File: config.mk
export PLATFORM = sky130hd
export DESIGN_NAME = pid_wheel_speed_controller_core
export DESIGN_NICKNAME = d
export VERILOG_FILES = /design/src/rtl/core/pwsc_pkg.sv /design/src/rtl/core/pwsc_ctrl.sv /design/src/rtl/core/pwsc_datapath.sv /design/src/rtl/core/pid_wheel_speed_controller_core.sv
export SDC_FILE = /design/constraint.sdc
export NUM_CORES = 2
export LEC_CHECK = 0
export ABC_AREA = 1
export BUFFER_PORTS_ARGS = -buffer_cell sky130_fd_sc_hd__buf_2
export CAP_MARGIN = 25
export CORE_MARGIN = 2
export CORE_UTILIZATION = 30
export CTS_CLUSTER_SIZE = 20
export DETAILED_ROUTE_END_ITERATION = 10
export PLACE_DENSITY = 0.41
export SLEW_MARGIN = 0
export SYNTH_ARGS = -nofsm -noshare
export SYNTH_HDL_FRONTEND = slang
export SYNTH_SLANG_ARGS = --single-unit
File: constraint.sdc
create_clock -name aclk -period 14.8 [get_ports aclk]
set_clock_uncertainty 0.15 [all_clocks]
set_input_delay 0 -clock aclk [delete_from_list [all_inputs] [get_ports aclk]]
set_output_delay 0 -clock aclk [all_outputs]
set_load 0.02 [all_outputs]
File: src/rtl/core/pwsc_pkg.sv
`default_nettype none

package pwsc_pkg;

    // fixed-point setup
    localparam int SPEED_FRAC_BITS = 12;
    localparam int DRIVE_LIMIT     = 255;
    localparam int US_PER_SECOND   = 1000000;

    // port widths
    localparam int GAIN_W     = 32;
    localparam int SPEED_W    = 24;
    localparam int RADIUS_W   = 16;
    localparam int DT_W       = 32;
    localparam int DUTY_W     = 8;
    localparam int STATUS_W   = 2;
    localparam int CFG_ADDR_W = 3;
    localparam int CFG_DATA_W = 32;

    // internal widths
    localparam int ERR_W      = SPEED_W + 1;
    localparam int DERR_W     = SPEED_W + 2;
    localparam int INTEG_W    = 48;
    localparam int INTEG_HALF = 24;
    localparam int DT_SHORT_W = 20;
    localparam int QUO_W      = 25;
    localparam int REM_W      = 44;
    localparam int OPND_W     = 33;
    localparam int PROD_W     = 64;
    localparam int ACC_W      = 64;
    localparam int LIN_SHIFT  = 16;
    localparam int CMD_SHIFT  = 16 + SPEED_FRAC_BITS;

    // one million = 2^6 * 15625; the odd part goes through a reciprocal multiply
    localparam int DIV_POW2   = 6;
    localparam int DIV_ODD    = 15625;
    localparam int Y_W        = REM_W - DIV_POW2;
    localparam int Y_LO_W     = 19;
    localparam int RCP_SHIFT  = 45;
    localparam logic [OPND_W-2:0] RCP_MUL = 32'd2251799813;

    localparam logic signed [ACC_W-1:0] TERM_LIM = 64'sh1000_0000_0000_0000;
    localparam logic signed [ACC_W-1:0] KI_BIG   = 64'sd73014444032;
    localparam logic signed [ACC_W-1:0] CMD_LIM  = ACC_W'(64'(DRIVE_LIMIT) << CMD_SHIFT);
    localparam logic [DUTY_W-1:0] DUTY_AT_LIMIT  = DUTY_W'(DRIVE_LIMIT);

    typedef enum logic [CFG_ADDR_W-1:0] {
        REG_KP       = 3'd0,
        REG_KI       = 3'd1,
        REG_KD       = 3'd2,
        REG_SETPOINT = 3'd3,
        REG_RADIUS   = 3'd4
    } cfg_reg_t;

    typedef enum logic [STATUS_W-1:0] {
        ST_NORMAL    = 2'd0,
        ST_HELD      = 2'd1,
        ST_STOPPED   = 2'd2,
        ST_SATURATED = 2'd3
    } status_t;

    typedef enum logic [3:0] {
        MUL_LIN,
        MUL_DT,
        MUL_RH,
        MUL_RL,
        MUL_QD,
        MUL_KP,
        MUL_KD,
        MUL_HI,
        MUL_LO
    } mul_op_t;

    typedef enum logic [4:0] {
        S_IDLE,
        S_MUL_LIN,
        S_LIN,
        S_MUL_DT,
        S_DIV_INIT,
        S_MUL_RH,
        S_MUL_RL,
        S_QEST,
        S_MUL_QD,
        S_QFIX,
        S_INTEG,
        S_MUL_KP,
        S_MUL_KD,
        S_MUL_HI,
        S_MUL_LO,
        S_KI,
        S_SUM,
        S_FIN,
        S_EMIT
    } state_t;

    typedef struct packed {
        logic    capture;
        logic    mul_en;
        mul_op_t mul_op;
        logic    lin_eval;
        logic    dt_check;
        logic    div_init;
        logic    quo_load;
        logic    quo_fix;
        logic    integ_upd;
        logic    acc_load;
        logic    acc_add;
        logic    ph_load;
        logic    term_load;
        logic    sum_add;
        logic    finish;
        logic    emit;
    } cmd_t;

    typedef struct packed {
        logic gains_zero;
        logic sp_zero;
        logic dt_long;
        logic out_free;
    } stat_t;

endpackage

`default_nettype wire

File: src/rtl/core/pwsc_ctrl.sv
`default_nettype none

module pwsc_ctrl (
    input  wire logic           aclk,
    input  wire logic           aresetn,
    input  wire logic           s_valid,
    output logic                s_ready,
    input  wire pwsc_pkg::stat_t stat,
    output pwsc_pkg::cmd_t      cmd
);
    import pwsc_pkg::*;

    state_t state_reg, state_next;

    always_ff @(posedge aclk) begin
        if (!aresetn) begin
            state_reg <= S_IDLE;
        end else begin
            state_reg <= state_next;
        end
    end

    always_comb begin
        state_next = state_reg;
        cmd        = '0;
        cmd.mul_op = MUL_LIN;
        s_ready    = 1'b0;
        case (state_reg)
            S_IDLE: begin
                s_ready = 1'b1;
                if (s_valid) begin
                    cmd.capture = 1'b1;
                    state_next  = S_MUL_LIN;
                end
            end
            S_MUL_LIN: begin
                cmd.mul_en = 1'b1;
                cmd.mul_op = MUL_LIN;
                state_next = S_LIN;
            end
            S_LIN: begin
                cmd.lin_eval = 1'b1;
                // held or stopped results skip the loop math
                if (stat.gains_zero || stat.sp_zero) begin
                    state_next = S_EMIT;
                end else begin
                    state_next = S_MUL_DT;
                end
            end
            S_MUL_DT: begin
                cmd.mul_en   = 1'b1;
                cmd.mul_op   = MUL_DT;
                cmd.dt_check = 1'b1;
                state_next   = stat.dt_long ? S_MUL_KP : S_DIV_INIT;
            end
            S_DIV_INIT: begin
                cmd.div_init = 1'b1;
                state_next   = S_MUL_RH;
            end
            S_MUL_RH: begin
                cmd.mul_en = 1'b1;
                cmd.mul_op = MUL_RH;
                state_next = S_MUL_RL;
            end
            S_MUL_RL: begin
                // high partial product parks in the accumulator
                cmd.mul_en   = 1'b1;
                cmd.mul_op   = MUL_RL;
                cmd.acc_load = 1'b1;
                state_next   = S_QEST;
            end
            S_QEST: begin
                cmd.quo_load = 1'b1;
                state_next   = S_MUL_QD;
            end
            S_MUL_QD: begin
                cmd.mul_en = 1'b1;
                cmd.mul_op = MUL_QD;
                state_next = S_QFIX;
            end
            S_QFIX: begin
                cmd.quo_fix = 1'b1;
                state_next  = S_INTEG;
            end
            S_INTEG: begin
                cmd.integ_upd = 1'b1;
                state_next    = S_MUL_KP;
            end
            S_MUL_KP: begin
                cmd.mul_en = 1'b1;
                cmd.mul_op = MUL_KP;
                state_next = S_MUL_KD;
            end
            S_MUL_KD: begin
                cmd.mul_en   = 1'b1;
                cmd.mul_op   = MUL_KD;
                cmd.acc_load = 1'b1;
                state_next   = S_MUL_HI;
            end
            S_MUL_HI: begin
                cmd.mul_en  = 1'b1;
                cmd.mul_op  = MUL_HI;
                cmd.acc_add = 1'b1;
                state_next  = S_MUL_LO;
            end
            S_MUL_LO: begin
                cmd.mul_en  = 1'b1;
                cmd.mul_op  = MUL_LO;
                cmd.ph_load = 1'b1;
                state_next  = S_KI;
            end
            S_KI: begin
                cmd.term_load = 1'b1;
                state_next    = S_SUM;
            end
            S_SUM: begin
                cmd.sum_add = 1'b1;
                state_next  = S_FIN;
            end
            S_FIN: begin
                cmd.finish = 1'b1;
                state_next = S_EMIT;
            end
            S_EMIT: begin
                if (stat.out_free) begin
                    cmd.emit   = 1'b1;
                    state_next = S_IDLE;
                end
            end
            default: begin
                state_next = S_IDLE;
            end
        endcase
    end

endmodule

`default_nettype wire

File: src/rtl/core/pwsc_datapath.sv
`default_nettype none

module pwsc_datapath (
    input  wire logic                                   aclk,
    input  wire logic                                   aresetn,
    input  wire logic                                   cfg_we,
    input  wire logic [pwsc_pkg::CFG_ADDR_W-1:0]        cfg_addr,
    input  wire logic [pwsc_pkg::CFG_DATA_W-1:0]        cfg_wdata,
    input  wire logic signed [pwsc_pkg::SPEED_W-1:0]    s_sensor_speed,
    input  wire logic [pwsc_pkg::DT_W-1:0]              s_elapsed_us,
    input  wire logic                                   m_ready,
    output logic                                        m_valid,
    output logic [pwsc_pkg::DUTY_W-1:0]                 m_cw_duty,
    output logic [pwsc_pkg::DUTY_W-1:0]                 m_ccw_duty,
    output logic signed [pwsc_pkg::SPEED_W-1:0]         m_linear_speed,
    output logic [pwsc_pkg::STATUS_W-1:0]               m_status,
    input  wire pwsc_pkg::cmd_t                         cmd,
    output pwsc_pkg::stat_t                             stat
);
    import pwsc_pkg::*;

    // configuration
    logic signed [GAIN_W-1:0]  kp_reg, ki_reg, kd_reg;
    logic signed [SPEED_W-1:0] sp_reg;
    logic [RADIUS_W-1:0]       radius_reg;

    // sample and loop state
    logic signed [SPEED_W-1:0] sensor_reg;
    logic [DT_W-1:0]           dt_reg;
    logic signed [SPEED_W-1:0] filt_reg;
    logic signed [INTEG_W-1:0] integ_reg, new_integ_reg;
    logic signed [ERR_W-1:0]   last_err_reg, err_reg;
    logic [DUTY_W-1:0]         held_cw_reg, held_ccw_reg;

    // arithmetic
    logic signed [PROD_W-1:0]  prod_reg, acc_reg, ph_reg, term_reg;
    logic [Y_W-1:0]            y_reg;
    logic [QUO_W-1:0]          quo_reg;
    logic                      neg_reg;

    // result and output register
    logic [DUTY_W-1:0]         res_cw_reg, res_ccw_reg, m_cw_reg, m_ccw_reg;
    logic signed [SPEED_W-1:0] res_lin_reg, m_lin_reg;
    status_t                   res_status_reg, m_status_reg;
    logic                      m_valid_reg;

    logic signed [OPND_W-1:0]   mul_a, mul_b;
    logic signed [2*OPND_W-1:0] mul_full;
    logic signed [SPEED_W-1:0]  lin, filt_new;
    logic signed [SPEED_W:0]    filt_sum;
    logic signed [ERR_W-1:0]    err_new;
    logic signed [DERR_W-1:0]   derr;
    logic [PROD_W-1:0]          prod_mag;
    logic [ACC_W-1:0]           rcp_sum;
    logic [QUO_W-1:0]           quo_est;
    logic [Y_W-1:0]             quo_rem;
    logic                       quo_up;
    logic signed [QUO_W-1:0]    step;
    logic signed [INTEG_W:0]    isum;
    logic signed [INTEG_W-1:0]  isat;
    logic signed [ACC_W-1:0]    ki_r, ki_term;
    logic                       sat_hi, sat_lo, sat, acc_neg;
    logic [ACC_W-1:0]           acc_mag, acc_q;
    logic [DUTY_W-1:0]          duty, cw_new, ccw_new;

    assign stat.gains_zero = (kp_reg == '0) && (ki_reg == '0) && (kd_reg == '0);
    assign stat.sp_zero    = (sp_reg == '0);
    assign stat.dt_long    = (dt_reg >= DT_W'(US_PER_SECOND));
    assign stat.out_free   = !m_valid_reg || m_ready;

    // shared multiplier operand select
    always_comb begin
        case (cmd.mul_op)
            MUL_LIN: begin
                mul_a = {{(OPND_W-SPEED_W){sensor_reg[SPEED_W-1]}}, sensor_reg};
                mul_b = {{(OPND_W-RADIUS_W){1'b0}}, radius_reg};
            end
            MUL_DT: begin
                mul_a = {{(OPND_W-ERR_W){err_reg[ERR_W-1]}}, err_reg};
                mul_b = {{(OPND_W-DT_SHORT_W){1'b0}}, dt_reg[DT_SHORT_W-1:0]};
            end
            MUL_RH: begin
                mul_a = {1'b0, RCP_MUL};
                mul_b = {{(OPND_W-(Y_W-Y_LO_W)){1'b0}}, y_reg[Y_W-1:Y_LO_W]};
            end
            MUL_RL: begin
                mul_a = {1'b0, RCP_MUL};
                mul_b = {{(OPND_W-Y_LO_W){1'b0}}, y_reg[Y_LO_W-1:0]};
            end
            MUL_QD: begin
                mul_a = {{(OPND_W-QUO_W){1'b0}}, quo_reg};
                mul_b = OPND_W'(DIV_ODD);
            end
            MUL_KP: begin
                mul_a = {kp_reg[GAIN_W-1], kp_reg};
                mul_b = {{(OPND_W-ERR_W){err_reg[ERR_W-1]}}, err_reg};
            end
            MUL_KD: begin
                mul_a = {kd_reg[GAIN_W-1], kd_reg};
                mul_b = {{(OPND_W-DERR_W){derr[DERR_W-1]}}, derr};
            end
            MUL_HI: begin
                mul_a = {ki_reg[GAIN_W-1], ki_reg};
                mul_b = {{(OPND_W-INTEG_HALF){new_integ_reg[INTEG_W-1]}},
                         new_integ_reg[INTEG_W-1:INTEG_HALF]};
            end
            MUL_LO: begin
                mul_a = {ki_reg[GAIN_W-1], ki_reg};
                mul_b = {{(OPND_W-INTEG_HALF){1'b0}}, new_integ_reg[INTEG_HALF-1:0]};
            end
            default: begin
                mul_a = '0;
                mul_b = '0;
            end
        endcase
    end

    assign mul_full = mul_a * mul_b;

    // scaling and filtering, floor rounding via arithmetic bit selects
    assign lin      = prod_reg[LIN_SHIFT+SPEED_W-1:LIN_SHIFT];
    assign filt_sum = {filt_reg[SPEED_W-1], filt_reg} + {lin[SPEED_W-1], lin};
    assign filt_new = filt_sum[SPEED_W:1];
    assign err_new  = {sp_reg[SPEED_W-1], sp_reg} - {filt_new[SPEED_W-1], filt_new};
    assign derr     = {err_reg[ERR_W-1], err_reg} - {last_err_reg[ERR_W-1], last_err_reg};

    // divide by one million: drop the power of two, reciprocal multiply for the
    // odd part in two halves, the estimate is exact or one low
    assign prod_mag = prod_reg[PROD_W-1] ? PROD_W'(-prod_reg) : PROD_W'(prod_reg);
    assign rcp_sum  = $unsigned(acc_reg) + ($unsigned(prod_reg) >> Y_LO_W);
    assign quo_est  = rcp_sum[RCP_SHIFT-Y_LO_W+QUO_W-1:RCP_SHIFT-Y_LO_W];
    assign quo_rem  = y_reg - prod_reg[Y_W-1:0];
    assign quo_up   = (quo_rem >= Y_W'(DIV_ODD));

    // integral update with 48-bit saturation
    assign step = neg_reg ? QUO_W'(-quo_reg) : QUO_W'(quo_reg);
    assign isum = {integ_reg[INTEG_W-1], integ_reg}
                + {{(INTEG_W+1-QUO_W){step[QUO_W-1]}}, step};
    always_comb begin
        if (isum[INTEG_W] != isum[INTEG_W-1]) begin
            isat = isum[INTEG_W] ? {1'b1, {(INTEG_W-1){1'b0}}} : {1'b0, {(INTEG_W-1){1'b1}}};
        end else begin
            isat = isum[INTEG_W-1:0];
        end
    end

    // integral term from its two partial products, limited to 2^60
    assign ki_r = (ph_reg <<< INTEG_HALF) + prod_reg;
    always_comb begin
        if (ph_reg > KI_BIG) begin
            ki_term = TERM_LIM;
        end else if (ph_reg < -KI_BIG) begin
            ki_term = -TERM_LIM;
        end else if (ki_r > TERM_LIM) begin
            ki_term = TERM_LIM;
        end else if (ki_r < -TERM_LIM) begin
            ki_term = -TERM_LIM;
        end else begin
            ki_term = ki_r;
        end
    end

    // clip, truncate toward zero and split by direction
    assign sat_hi  = (acc_reg > CMD_LIM);
    assign sat_lo  = (acc_reg < -CMD_LIM);
    assign sat     = sat_hi || sat_lo;
    assign acc_neg = acc_reg[ACC_W-1];
    assign acc_mag = acc_neg ? ACC_W'(-acc_reg) : ACC_W'(acc_reg);
    assign acc_q   = acc_mag >> CMD_SHIFT;
    assign duty    = sat ? DUTY_AT_LIMIT : acc_q[DUTY_W-1:0];
    assign cw_new  = acc_neg ? '0 : duty;
    assign ccw_new = acc_neg ? duty : '0;

    // configuration and loop state
    always_ff @(posedge aclk) begin
        if (!aresetn) begin
            kp_reg       <= '0;
            ki_reg       <= '0;
            kd_reg       <= '0;
            sp_reg       <= '0;
            radius_reg   <= '0;
            filt_reg     <= '0;
            integ_reg    <= '0;
            last_err_reg <= '0;
            held_cw_reg  <= '0;
            held_ccw_reg <= '0;
            m_valid_reg  <= 1'b0;
        end else begin
            if (cfg_we) begin
                case (cfg_addr)
                    REG_KP:       kp_reg     <= cfg_wdata[GAIN_W-1:0];
                    REG_KI:       ki_reg     <= cfg_wdata[GAIN_W-1:0];
                    REG_KD:       kd_reg     <= cfg_wdata[GAIN_W-1:0];
                    REG_SETPOINT: sp_reg     <= cfg_wdata[SPEED_W-1:0];
                    REG_RADIUS:   radius_reg <= cfg_wdata[RADIUS_W-1:0];
                    default: ;
                endcase
            end
            if (cmd.lin_eval && !stat.gains_zero) begin
                filt_reg <= filt_new;
                if (stat.sp_zero) begin
                    integ_reg    <= '0;
                    last_err_reg <= '0;
                    held_cw_reg  <= '0;
                    held_ccw_reg <= '0;
                end
            end
            if (cmd.finish) begin
                // a clipped command backs out the step just added
                if (!(sat && !stat.dt_long)) begin
                    integ_reg <= new_integ_reg;
                end
                last_err_reg <= err_reg;
                held_cw_reg  <= cw_new;
                held_ccw_reg <= ccw_new;
            end
            if (cmd.emit) begin
                m_valid_reg <= 1'b1;
            end else if (m_ready) begin
                m_valid_reg <= 1'b0;
            end
        end
    end

    // working registers
    always_ff @(posedge aclk) begin
        if (cmd.capture) begin
            sensor_reg <= s_sensor_speed;
            dt_reg     <= s_elapsed_us;
        end
        if (cmd.mul_en) begin
            prod_reg <= mul_full[PROD_W-1:0];
        end
        if (cmd.lin_eval) begin
            res_lin_reg <= lin;
            if (stat.gains_zero) begin
                res_cw_reg     <= held_cw_reg;
                res_ccw_reg    <= held_ccw_reg;
                res_status_reg <= ST_HELD;
            end else if (stat.sp_zero) begin
                res_cw_reg     <= '0;
                res_ccw_reg    <= '0;
                res_status_reg <= ST_STOPPED;
            end else begin
                err_reg <= err_new;
            end
        end
        if (cmd.dt_check && stat.dt_long) begin
            new_integ_reg <= '0;
        end
        if (cmd.div_init) begin
            neg_reg <= prod_reg[PROD_W-1];
            y_reg   <= prod_mag[REM_W-1:DIV_POW2];
        end
        if (cmd.quo_load) begin
            quo_reg <= quo_est;
        end else if (cmd.quo_fix) begin
            quo_reg <= quo_reg + QUO_W'(quo_up);
        end
        if (cmd.integ_upd) begin
            new_integ_reg <= isat;
        end
        if (cmd.acc_load) begin
            acc_reg <= prod_reg;
        end else if (cmd.acc_add) begin
            acc_reg <= acc_reg + prod_reg;
        end else if (cmd.sum_add) begin
            acc_reg <= acc_reg + term_reg;
        end
        if (cmd.ph_load) begin
            ph_reg <= prod_reg;
        end
        if (cmd.term_load) begin
            term_reg <= ki_term;
        end
        if (cmd.finish) begin
            res_cw_reg     <= cw_new;
            res_ccw_reg    <= ccw_new;
            res_status_reg <= sat ? ST_SATURATED : ST_NORMAL;
        end
        if (cmd.emit) begin
            m_cw_reg     <= res_cw_reg;
            m_ccw_reg    <= res_ccw_reg;
            m_lin_reg    <= res_lin_reg;
            m_status_reg <= res_status_reg;
        end
    end

    assign m_valid        = m_valid_reg;
    assign m_cw_duty      = m_cw_reg;
    assign m_ccw_duty     = m_ccw_reg;
    assign m_linear_speed = m_lin_reg;
    assign m_status       = m_status_reg;

endmodule

`default_nettype wire

File: src/rtl/core/pid_wheel_speed_controller_core.sv
// wheel speed pid controller with anti-windup
// - config port: cfg_we writes cfg_wdata into register cfg_addr (0 kp, 1 ki, 2 kd,
//   3 setpoint, 4 wheel radius); write only while the block is idle
// - input channel s_*: one item per control tick, angular speed and elapsed time
// - result channel m_*: cw/ccw duties, scaled linear speed and status for each item
// - one item is in flight at a time; s_ready is high only while the sequencer idles
// - full loop update: nine passes through the one shared 33x33 multiplier, three
//   of them for the divide by one million (reciprocal multiply plus a one-step
//   correction) that gives the integral step; the next item is taken only after
//   the result of the last one has been handed to the output register
// - elapsed time of one second or more skips the divide
// - all gains zero or a zero setpoint: the loop math is skipped
// - the result sits in an output register; a stalled receiver only delays the
//   final hand-over, the sequencer waits there with the result held and then
//   accepts the next item as soon as the output register is free
// - reset (aresetn low, synchronous) clears gains, setpoint, radius, the filtered
//   speed, integral, last error, held duties and the output valid flag
`default_nettype none

module pid_wheel_speed_controller_core (
    input  wire logic                                   aclk,
    input  wire logic                                   aresetn,
    // configuration
    input  wire logic                                   cfg_we,
    input  wire logic [pwsc_pkg::CFG_ADDR_W-1:0]        cfg_addr,
    input  wire logic [pwsc_pkg::CFG_DATA_W-1:0]        cfg_wdata,
    // sample input
    input  wire logic                                   s_valid,
    output logic                                        s_ready,
    input  wire logic signed [pwsc_pkg::SPEED_W-1:0]    s_sensor_speed,
    input  wire logic [pwsc_pkg::DT_W-1:0]              s_elapsed_us,
    // drive result
    output logic                                        m_valid,
    input  wire logic                                   m_ready,
    output logic [pwsc_pkg::DUTY_W-1:0]                 m_cw_duty,
    output logic [pwsc_pkg::DUTY_W-1:0]                 m_ccw_duty,
    output logic signed [pwsc_pkg::SPEED_W-1:0]         m_linear_speed,
    output logic [pwsc_pkg::STATUS_W-1:0]               m_status
);
    import pwsc_pkg::*;

    // sequencer to datapath commands and datapath flags back
    cmd_t  cmd;
    stat_t stat;

    // state machine: walks multiply, divide and accumulate steps
    pwsc_ctrl u_ctrl (
        .aclk    (aclk),
        .aresetn (aresetn),
        .s_valid (s_valid),
        .s_ready (s_ready),
        .stat    (stat),
        .cmd     (cmd)
    );

    // config registers, loop state, shared multiplier, divider, output register
    pwsc_datapath u_datapath (
        .aclk           (aclk),
        .aresetn        (aresetn),
        .cfg_we         (cfg_we),
        .cfg_addr       (cfg_addr),
        .cfg_wdata      (cfg_wdata),
        .s_sensor_speed (s_sensor_speed),
        .s_elapsed_us   (s_elapsed_us),
        .m_ready        (m_ready),
        .m_valid        (m_valid),
        .m_cw_duty      (m_cw_duty),
        .m_ccw_duty     (m_ccw_duty),
        .m_linear_speed (m_linear_speed),
        .m_status       (m_status),
        .cmd            (cmd),
        .stat           (stat)
    );

endmodule

`default_nettype wire

---- Yosys cells after proc, flatten, opt, wreduce, memory -nomap -nowiden ----
Cells that the tools add are included.
storage, ports and cells
  register bits after elaboration ......... 788
  input bits .............................. 96
  output and inout bits ................... 44
  word-level logic and storage cells ...... 195
cells by class
  $add $sub $neg .......................... 13
  $mul .................................... 1
  $lt $le $gt $ge ......................... 8
  equality and inequality tests ........... 33
  mux-type cells .......................... 67
  bitwise operators ....................... 2
  reduce and logical (&&, ||, !) cells .... 39
operator list
  kind                  number
  $mux 48               8
  $mux 64               6
  $pmux 33 s9           1
  $pmux 33 s7           1
  $add 64x64->64        3
  $mux 25               6
  $mux 8                13
  $logic_not 32->1      3
  $pmux 5 s19           1
  $gt 64x37->1 const B  1
  $gt 64x38->1 const B  1
  $gt 64x62->1 const B  1
  $lt 64x37->1 const B  1
  $lt 64x38->1 const B  1
  $lt 64x61->1 const B  1
  $mul 33x33->64        1
  $add 51x45->51        1
  $add 48x25->49        1
  $pmux 5 s9            1
  $mux 44               1
  $neg 44->44           1
  $eq 5x4->1 const B    8
  $ge 38x14->1 const B  1
  $sub 38x38->38        1
  39 further kinds      99

---- Depth between registers and ports, before layout ----
  word-level depth ........................ 8
  depth in mapped cells ................... 51
  depth with buffers taken out ............ 49

---- By module ----
From an unflattened synthesis, not the netlist that was laid out.
second synthesis, totals
  cell total of the unflattened synthesis .. 10967
  area, all modules ....................... 88436.1 µm²
modules (own cells, without submodules)
  module         instances  cells an instance  area an instance (µm²)  sequential area each (µm²)
  pwsc_datapath  1          10862              87888.0                 21010.2
  pwsc_ctrl      1          105                548.0                   100.1

---- Worst setup path before layout ----
OpenSTA, ideal clock, no wires.
  path kind ............................... reg2reg
  from .................................... register u_ctrl.state_reg[1]
  to ...................................... register u_datapath.prod_reg[63], data pin
  setup time .............................. 0.252 ns
  arrival ................................. 10.316 ns
  required time ........................... 14.398 ns
  slack ................................... 4.082 ns
  stages on the path, launching flop included .. 37
  path buffers ............................ 2
  period minus slack after synthesis ...... 10.718 ns
  path through ............................ dfxtp_1 -> inv_2 -> nor2_1 -> nand2_1 -> inv_1 -> clkbuf_1 -> a221oi_1 -> nand3_1 -> clkbuf_1 -> nand2_1 -> fa_1 -> inv_1 -> fa_1 -> fa_1 -> fa_1 -> inv_1 -> fa_1 -> inv_1 -> fa_1 -> fa_1 -> inv_1 -> fa_1 -> inv_1 -> ha_1 -> nand2_1 -> nor2_1 -> inv_1 -> nor4_1 -> a221oi_1 -> nand2_1 -> nand2_1 -> nand2_1 -> inv_1 -> nand2_1 -> nand2_1 -> nand2_1 -> nand2_1
between the ends
  cells in the longest elaborated chain, start to end .. 6
  elaborated cells between the ends (all ways) .. 24
  those cells by class .................... mul: 1; eq/ne: 17; mux: 3; reduce/logical: 3
RTL lines
  what                                      line                  RTL
  start, declared                           pwsc_ctrl.sv:13       state_t state_reg, state_next;
  start signal, assigned                    pwsc_ctrl.sv:19       state_reg <= state_next;
  $eq 5x4->1, or another cell as far along  pwsc_ctrl.sv:28       case (state_reg)
  $pmux 5 s9 (*)                            pwsc_ctrl.sv:28
  $eq 4x3->1, or another cell as far along  pwsc_datapath.sv:73   case (cmd.mul_op)
  $reduce_or 2->1 (no line)                 --
  $pmux 33 s7                               pwsc_datapath.sv:73
  $mul 33x33->64 (*)                        pwsc_datapath.sv:118  assign mul_full = mul_a * mul_b;
  net u_datapath.mul_full[63]               pwsc_datapath.sv:48   logic signed [2*OPND_W-1:0] mul_full;
  end signal, assigned                      pwsc_datapath.sv:232  prod_reg <= mul_full[PROD_W-1:0];
  end, declared                             pwsc_datapath.sv:36   logic signed [PROD_W-1:0] prod_reg, acc_reg, ph_reg, term_reg;
The timed path passes the listed nets; every way through them passes the cells marked *.
A chain may end at the register's enable or synchronous reset.

---- Worst setup path after layout ----
  from .................................... register u_ctrl.state_reg[4]
  to ...................................... register u_datapath.prod_reg[47], data pin
The elaborated chain is that of the path after synthesis.

==> results_dict.tcl <==
set metrics [dict create \
    dr.pass1.iters 6 \
    die_height_um 544 \
    syn2layout_area_growth_pct 12.5 \
    grt.overflow.total 0 \
    netlist_instances 10700 \
    wl_per_cell_um 25.4 \
    yosys_register_bits 788 \
    synth_top_cell_by_area "fa_1" \
    hold_viol_final 0 \
    initial_utilization_pct 30.1 \
    fill_cells 30700 \
    cp-start-kind "flop" \
    ys_seq_area_share_pct 24.1 \
    cts_buffers 93 \
    core_um2 291000 \
    synth.net_count 12500 \
    synth.area.top_cells "fa_1, edfxtp_1, nand2_1" \
    min_path_cells 4 \
    antenna_found_initial 19 \
    grt_use_total_pct 25.5 \
    die_w_um 544 \
    crit_path_max_fanout 60 \
    synth_top_flop_cell "edfxtp_1" \
    root_buffer "clkbuf_16" \
    worstPathRequired_ns 15.15 \
    drt-total-wl_um 381000 \
    whs_ns 0.0411 \
    cts_setup_buffers 0 \
    rows 198 \
    reg2reg_depth 38 \
    fin_util_pct 33.9 \
    worstPathArrival_ns 12.19 \
    avgSynthCellArea_um2 8.15 \
    antenna_left 0 \
    drcViolationCount 0 \
    vdd_ir_drop_max_mv 0.158 \
    cts_tree "built" \
    tightestPinTransition_ns 1.18 \
    slowest_stage "inv_2" \
    dpl.hpwl_um 309000 \
    vias 75000 \
    power_mw 19.4 \
    cts_max_path_buffers 3 \
    period_minus_slack_ns 11.84 \
    synth_most_common_cell "nand2_1" \
    rsz0062_at_grt "no" \
    first_iter_violations 5602 \
    drive_gt1_share_pct 5.75 \
    async_flop_share_pct 0 \
    port-buffer-count 139 \
    cpPeakStageDelay_ns 0.89 \
    grt_first_pass_wirelength_um 548000 \
    via_per_inst 5.00 \
    cp-end-kind "flop" \
    num-nets-final 12800 \
    gp_congestion 0.950 \
    cts_resized 0 \
    synth_top_area_share_pct 25.2 \
    relSlewSlack_pct 21.7 \
    cts_sinks 788 \
    io_pins 140 \
    power_density_nw_per_um2 197 \
    p_leak_nw 45.7 \
    run_status "complete, no violations" \
    cap_violations 0 \
    dieArea_um2 296000 \
    yosys_warnings 0 \
    setup_violations 0 \
    clkTransAtPathRegs_ns 0.06 \
    synthTopCellsByCount "nand2_1, inv_1, nor2_1" \
    yosysUniqueCellTypes 77 \
    grt_max_degree 97 \
    synth-edff-count 533 \
    synth_area_um2 87500 \
    cp_common_cell "fa_1" \
    clk_latency_ns 0.76 \
    fmaxAchievable_ghz 0.0845 \
    post-route-period-util_pct 80.0 \
    hp-class "in -> reg" \
    grt_pass1_vias 78000 \
    fin_tns_setup_ns 0 \
    crit_type "reg -> reg" \
    htreeDepth 3 \
    slew_viol_final 0 \
]
## cells by family after synthesis
group,count (synthesis),synth area share (%)
and+or+nand+nor,3936,18.6
buffers and inverters,2337,10.2
AOI/OAI and AO/OA,1703,10.8
adders and majority gates,1636,32.8
DFF,788,24.1
xor gates and xnor gates,334,3.34
## critical path: cells and delay by family, from the launching register on
family          cells  cell delay (ns)
simple gates       14             2.34
flops               1             0.39
buf+inv             9             2.32
xor+xnor            1             0.37
fa+ha+maj           9             4.65
compound gates      5             1.34
## report_power, final
group          total (mW)  switching (mW)  leakage (nW)  internal, mW
registers            3.41           0.361          6.93          3.05
logic                13.5            9.33          37.2          4.19
clock network        2.45            1.08          1.54          1.37
total                19.4            10.8          45.7          8.61
## cell usage in the layout, fill, tap and decap left out, drive strengths merged, types with 112 or more instances in the layout
| cell | synthesis | layout |
|---|---|---|
| a21oi | 675 | 675 |
| buf | 122 | 312 |
| clkbuf | 186 | 112 |
| dfxtp | 255 | 255 |
| dlygate4sd3 | 0 | 187 |
| edfxtp | 533 | 533 |
| fa | 1103 | 1103 |
| ha | 533 | 533 |
| inv | 2021 | 2023 |
| nand2 | 2027 | 2027 |
| nand3 | 254 | 254 |
| nor2 | 1279 | 1279 |
| o21ai | 659 | 659 |
| xor2 | 234 | 234 |
## stage by stage
stage,cell area [um2],std cells,setup WS (ns)
4_1_cts,98400,15000,2.95
2_1_floorplan,87500,10700,4.08
5_1_grt,98400,15000,2.42
3_5_place_dp,93300,14600,2.98
6_report,98500,15000,2.96
3_3_place_gp,93200,14600,3.11
## metal layers
metal,track usage (%),share of wire (%)
met4,8.32,3.6
met3,2.97,5.0
met2,44.7,49
met5,0,0
met1,32.4,42
## repair_timing
| action | CTS | global route |
|---|---|---|
| hold buffers | 187 | 0 |
| endpoints found under the setup margin | 0 | 0 |
| endpoints found under the hold margin | 252 | 0 |
## area by class of cell
type / instances / area, um2 / area share [%]
clock inverters: 62 / 732 / 0.743
flip-flops and latches: 788 / 21100 / 21.4
multi-input cells: 7609 / 57700 / 58.6
inverters: 2029 / 7620 / 7.74
repair buffers: 499 / 3980 / 4.04
diodes: 6 / 15.0 / 0.0152
well taps: 3900 / 4880 / 4.96
clock buffers: 112 / 2440 / 2.48
## worst paths after layout
path	start	endpoint	slack, ns
setup / recovery	u_ctrl.state_reg[4]$_SDFFE_PN0P_	u_datapath.prod_reg[47]$_DFFE_PN_	2.96
hold / removal	cfg_wdata[18]	u_datapath.kp_reg[18]$_SDFFE_PN0P_	0.04
setup reg to reg	u_ctrl.state_reg[4]$_SDFFE_PN0P_	u_datapath.prod_reg[47]$_DFFE_PN_	2.96
hold reg to reg	u_datapath.res_lin_reg[13]$_DFFE_PP_	u_datapath.m_linear_speed[13]$_DFFE_PP_	0.26
(Power assumes the default switching activity.)
